<file path="config.mk">
export PLATFORM = sky130hd
export DESIGN_NAME = mlcd_front
export DESIGN_NICKNAME = d
export VERILOG_FILES = /design/src/design/mlcd_pkg.sv /design/src/design/mlcd_front.sv
export SDC_FILE = /design/constraint.sdc
export NUM_CORES = 1
export LEC_CHECK = 0
export BUFFER_PORTS_ARGS = -buffer_cell sky130_fd_sc_hd__buf_4
export CAP_MARGIN = 15
export CORE_MARGIN = 2
export CORE_UTILIZATION = 35
export DETAILED_ROUTE_END_ITERATION = 12
export SLEW_MARGIN = 30
export SYNTH_ARGS = -nofsm -noshare
export SYNTH_HDL_FRONTEND = slang
export SYNTH_SLANG_ARGS = --single-unit
</file>
<file path="constraint.sdc">
create_clock -name clk -period 4.5 [get_ports clk]
set_input_delay 0.45 -clock clk [delete_from_list [all_inputs] [get_ports clk]]
set_output_delay 0.45 -clock clk [all_outputs]
set_load 0.02 [all_outputs]
</file>
<file path="src/design/mlcd_pkg.sv">
// Package for the MESI/LRU cache directory: operation codes, line states,
// directory geometry, the result word type and the request queue entry. No dependencies.
package mlcd_pkg;

  localparam int TAG_W = 12;
  localparam int OP_W  = 4;

  // Directory geometry: sets of the line memory and ways per set.
  localparam int SETS  = 16384;
  localparam int WAYS  = 16;
  localparam int SET_W = $clog2(SETS);
  localparam int AGE_W = $clog2(WAYS);

  // Operation codes.
  localparam logic [3:0] OP_READ   = 4'd0;
  localparam logic [3:0] OP_WRITE  = 4'd1;
  localparam logic [3:0] OP_FETCH  = 4'd2;
  localparam logic [3:0] OP_SN_INV = 4'd3;
  localparam logic [3:0] OP_SN_RD  = 4'd4;
  localparam logic [3:0] OP_SN_WR  = 4'd5;
  localparam logic [3:0] OP_SN_OWN = 4'd6;
  localparam logic [3:0] OP_CLEAR  = 4'd8;

  // Line states.
  localparam logic [1:0] ST_M = 2'd0;
  localparam logic [1:0] ST_E = 2'd1;
  localparam logic [1:0] ST_S = 2'd2;
  localparam logic [1:0] ST_I = 2'd3;

  // Outcome codes.
  localparam logic [1:0] OC_NONE = 2'd0;
  localparam logic [1:0] OC_HIT  = 2'd1;
  localparam logic [1:0] OC_MISS = 2'd2;

  // Classified request handed from the front part to the back part.
  typedef struct packed {
    logic [3:0]       op;
    logic [TAG_W-1:0] tag;
    logic [SET_W-1:0] set_bits;
    logic             rd;
    logic             wr;
  } mlcd_req_t;

  // One result word.
  typedef struct packed {
    logic       counts_write;
    logic       counts_read;
    logic [1:0] new_state;
    logic [3:0] way_used;
    logic       hit_modified;
    logic [1:0] outcome;
  } mlcd_res_t;

endpackage

</file>
<file path="src/design/mlcd_front.sv">
// Front part: accepts access words, classifies them and pushes them into a
// two-entry request queue. Depends on mlcd_pkg.
module mlcd_front import mlcd_pkg::*; (
  input  logic      clk,
  input  logic      rst_n,
  input  logic      in_tvalid,
  output logic      in_tready,
  input  logic [35:0] in_tdata,
  output logic      q_valid,
  input  logic      q_pop,
  output mlcd_req_t q_head
);

  mlcd_req_t   ent_r [2];
  logic [1:0]  cnt_r, cnt_nxt;
  logic        rp_r, wp_r;
  mlcd_req_t   req;
  logic [3:0]  op;
  logic        push;

  // Classify the incoming word.
  always_comb begin
    op           = in_tdata[3:0];
    req.op       = op;
    req.tag      = in_tdata[35:24];
    req.set_bits = in_tdata[23:10];
    req.rd       = op inside {OP_READ, OP_FETCH, OP_SN_RD, OP_SN_OWN};
    req.wr       = op inside {OP_WRITE, OP_SN_WR};
  end

  assign in_tready = (cnt_r != 2'd2);
  assign push      = in_tvalid && in_tready;
  assign q_valid   = (cnt_r != 2'd0);
  assign q_head    = ent_r[rp_r];
  assign cnt_nxt   = cnt_r + {1'b0, push} - {1'b0, q_pop};

  // Queue pointers and storage.
  always_ff @(posedge clk) begin
    if (!rst_n) begin
      cnt_r <= '0;
      rp_r  <= 1'b0;
      wp_r  <= 1'b0;
    end else begin
      cnt_r <= cnt_nxt;
      if (push) wp_r <= ~wp_r;
      if (q_pop) rp_r <= ~rp_r;
    end
    if (push) ent_r[wp_r] <= req;
  end

endmodule

</file>
# Yosys cells after proc, flatten, opt, wreduce, memory -nomap -nowiden
# Memory sizes are Yosys's and may differ from the RTL's. A register that Yosys moved wholly into a read port is not among the register bits.
# Index checks and enable logic that the tools add are counted.
dict set report totals {
  ff_bits 4
  mem_bits_rw 64
  input_bits 40
  output_inout_bits 34
  elab_cells 23
  n_memories 1
}
# name words word_bits read_ports rd_ports_with_merged_regs write_ports line_no
set memory_table {}
lappend memory_table {ent_r 2 32 1 1 1 mlcd_front.sv:14} ;# mlcd_req_t ent_r [2];
dict set report op_classes {
  n_addsub 2
  eq_ne 6
  n_mux 4
  bitwise_logic 2
  reduce_logical 5
}
# cell n
set ops {}
lappend ops {{== test 4 x 3 -> 1 bit (second input constant)} 3}
lappend ops {{== test 4 x 1 -> 1 bit (second input constant)} 1}
lappend ops {{== test 4 x 2 -> 1 bit (second input constant)} 1}
lappend ops {{logical NOT 4 bit} 1}
lappend ops {{2-to-1 mux 1 bit} 4}
lappend ops {{nonzero test 2 bit} 2}
lappend ops {{nonzero test 4 bit} 1}
lappend ops {{adder 2 x 1 -> 2 bit} 1}
lappend ops {{!= test 2 bit (second input constant)} 1}
lappend ops {{inverter 1 bit} 2}
lappend ops {{subtractor 2 x 1 -> 2 bit} 1}
lappend ops {{logical AND 1 bit} 1}

# Logic depth before layout (Yosys ltp)
dict set report depth {
  ltp_word 4
  depth_mapped 7
  ltp_nobuf 7
}

# Least setup slack after synthesis
# OpenSTA, ideal clock, no wires.
dict set report synth_path {
  kind {reg-to-reg}
  startpoint {reg cnt_r[0]}
  endpoint {mem ent_r[1][0] (netlist name), enable pin}
  setup_time_ns 0.392
  arrival_ns 1.545
  required_time_ns 4.108
  setup_slack_ns 2.563
  path_stages_with_launch 3
  n_path_buf 0
  period_less_slack_ns 1.937
  path_cell_list {dfxtp_1 > nand2b_1 > and3_1}
}
dict set report synth_between {
  elab_chain_cells 4
}
# item line_no
set synth_rtl {}
lappend synth_rtl {{from (decl)} mlcd_front.sv:15} ;# logic [1:0] cnt_r, cnt_nxt;
lappend synth_rtl {{from (signal assigned)} mlcd_front.sv:44} ;# cnt_r <= cnt_nxt;
lappend synth_rtl {{!= test 2 bit} mlcd_front.sv:31} ;# assign in_tready = (cnt_r != 2'd2);
lappend synth_rtl {{named net in_tready} mlcd_front.sv:7} ;# output logic in_tready,
lappend synth_rtl {{logical AND 1 bit} mlcd_front.sv:32} ;# assign push = in_tvalid && in_tready;
lappend synth_rtl {{2-to-1 mux 1 bit} mlcd_front.sv:48} ;# if (push) ent_r[wp_r] <= req;
lappend synth_rtl {{2-to-1 mux 1 bit (not written as such)} mlcd_front.sv:48}
lappend synth_rtl {{to (decl)} mlcd_front.sv:14}
# The timed path passes the listed nets, and every way through them passes these cells.

==> results.toml <==
[synth]
yosys.area.top_type_share = 0.7427
synthTopCellsByArea = "edfxtp_1 (74%), mux2_2 (13%), dfxtp_1 (3.9%), buf_4 (0.87%), mux2_1 (0.87%)"
yosysMostFrequentCell = "edfxtp_1"
async_flop_share = 0
netlist_instances = 130
ys_warn_count = 0
ys.flop_type = "edfxtp_1"
synth_cell_types = 26
ys_top_cells_by_count = "edfxtp_1 (64), mux2_2 (30), dfxtp_1 (5), and2_1 (3), buf_4 (3)"
yosysTopAreaCell = "edfxtp_1"
synth_fp_nets = 171
synth_seq_cells = 69
avgSynthCellArea_um2 = 19.90
synth_edf_count = 64
yosysSeqAreaShare = 0.7814
synth_area_mm2 = 0.002587

[timing]
fin_crit_sh = 0.5220
holdWs_ns = 0.2995
worstMarginPinSlew_ns = 0.6237
setup_viol = 0
slew_viol_final = 0
worst_slack_ns = 2.151
finalSetupTns_ns = 0
relSlewSlack = 0.5837
fmax_ghz = 0.4257
min_period_ns = 2.349
rsz0062_at_grt = "false"
final.setup_skew_ns = 0.008443
hold_viol_final = 0

[clocking]
cts-root-buf = "clkbuf_8"
clk_latency_ns = 0.33
ctsResizeCount = 0
postCtsHoldBufs = 0
cts_sinks = 69
cts_tree = "done"
post_cts_buffers = 0
cts_buffers = 9
clk_pin_slew_worst_paths_ns = 0.07
cts_buffer_depth = 2
h-tree-depth = 3

[placed_design]
hpwl_mm = 2.887
place_inst = 295
gp_congestion = 0.6524
post-place-ws_ns = 2.439
portBuffers = 67
placed_area_mm2 = 0.003209

[drt]
postRouteAntennaNets = 0
first_pass_iters = 4
drt-initial-drc-count = 40
drcViolationCount = 0
dr_total_vias = 1404
post_drt_wl_per_cell_um = 14.10
vias_per_cell = 4.529
wl_mm = 4.371

[worst_setup_path]
worst-path-max-fanout = 23
start_kind = "flip-flop"
worstPathRequired_ns = 4.05
worstSetupEndpointType = "primary output"
worstPathArrival_ns = 1.90
setup.worst_path.class = "flip-flop to primary output"

[global_routing]
grt_pass1_wl_mm = 6.851
overflow = 0
grt_max_degree = 24
grt_antenna_before_repair = 0
grt_usage = 0.1124
grt_pass1_vias = 1424

[power]
ir_worst_vdd_v = 0.0001953
powerDensity_mw_per_mm2 = 430.6
power_leakage_nw = 1.262
power_mw = 1.449

[min_path]
hp-class = "primary input to flip-flop"

[floorplanning]
die_h_um = 89.98
dieWidth_um = 89.98
ios = 74
die_area_mm2 = 0.008096
core_mm2 = 0.007214
rows = 31
initial_core_util = 0.3587

[layout]
stdcell_count = 310
regArea_mm2 = 0.002022
flow.area_growth_from_synthesis_pct = 30.08
fin_nets = 248
utilization = 0.4665
layout-drive-gt1-share = 0.5450
diodes = 0
final_cell_area_mm2 = 0.003366
n_fill_cell = 682
multi_input_area_um2 = 530.5

[run_status]
status = "finished clean"

[run]
max_cap_viol_count = 0
[critical path: stages (launching register included)]
cell and delay, ns:
dfxtp_1 0.61, buf_4 0.41, mux2_2 0.39, buf_4 0.16
[layout make-up]
class,count,area share
flip-flops and latches,69,0.6007
clock buffers,10,0.03792
clock inverters,5,0.008550
well taps,99,0.03680
repair buffers,70,0.1561
multi-input cells,55,0.1576
inverters,2,0.002230
[registers in the layout (all words and copies together), names as in the netlist, named ones only]
signal  flops
wp_r        1
cnt_r       2
rp_r        1
ent_r      64
[placed cells by master (no fill, tap or decap)]
cell type | Yosys | layout
xnor2_1 | 1 | 1
a21bo_2 | 1 | 1
clkbuf_1 | 0 | 1
nor4b_1 | 1 | 1
a211oi_1 | 1 | 1
or2_2 | 1 | 1
nor3b_1 | 1 | 1
nand3_1 | 1 | 1
clkinv_4 | 0 | 1
nor2_1 | 1 | 1
a21boi_1 | 1 | 1
nand2_1 | 2 | 2
edfxtp_1 | 64 | 64
clkinv_1 | 0 | 2
nand2b_1 | 1 | 1
clkinvlp_4 | 0 | 1
dfxtp_1 | 5 | 5
a21boi_2 | 1 | 1
ha_1 | 1 | 1
mux2i_1 | 1 | 1
mux2_1 | 2 | 2
buf_4 | 3 | 70
mux2_2 | 30 | 30
clkbuf_8 | 0 | 9
clkinv_2 | 0 | 1
and3_1 | 1 | 1
and2_1 | 3 | 3
nand3b_1 | 2 | 2
inv_1 | 2 | 2
xor2_1 | 1 | 1
a211o_1 | 1 | 1
[report_power, final]
group	leakage, nW	total [mW]	switching [mW]	internal [mW]
Clock	0.0772	0.402	0.209	0.193
Sequential	0.640	0.783	0.0176	0.766
Combinational	0.545	0.264	0.139	0.124
[layer usage]
| layer | track usage | part of all wire |
|---|---|---|
| met1 | 0.1398 | 0.45 |
| met2 | 0.1806 | 0.48 |
| met3 | 0.03353 | 0.052 |
| met4 | 0.05385 | 0.016 |
| met5 | 0 | 0 |
[worst paths after layout]
| path | from | to | slack, ns | cells after the start |
|---|---|---|---|---|
| min reg2reg | wp_r | wp_r | 0.56 | 2 |
| max | flip-flop | q_head[11] | 2.15 | 3 |
| max reg2reg | cnt_r[0] | ent_r[1][11] | 2.58 | 3 |
| min | in_tdata[32] | ent_r[1][24] | 0.30 | 1 |
[cell families (layout without fill, tap and decap cells)]
family | after synthesis | count (layout) | share of synthesized area
flops | 69 | 69 | 0.7814
mux | 33 | 33 | 0.1431
simple gates | 14 | 14 | 0.03289
buf+inv | 6 | 87 | 0.01354
compound gates | 5 | 5 | 0.01741
xor+xnor | 2 | 2 | 0.006771
fa+ha+maj | 1 | 1 | 0.004835
Power figures use the tool's default switching activity.
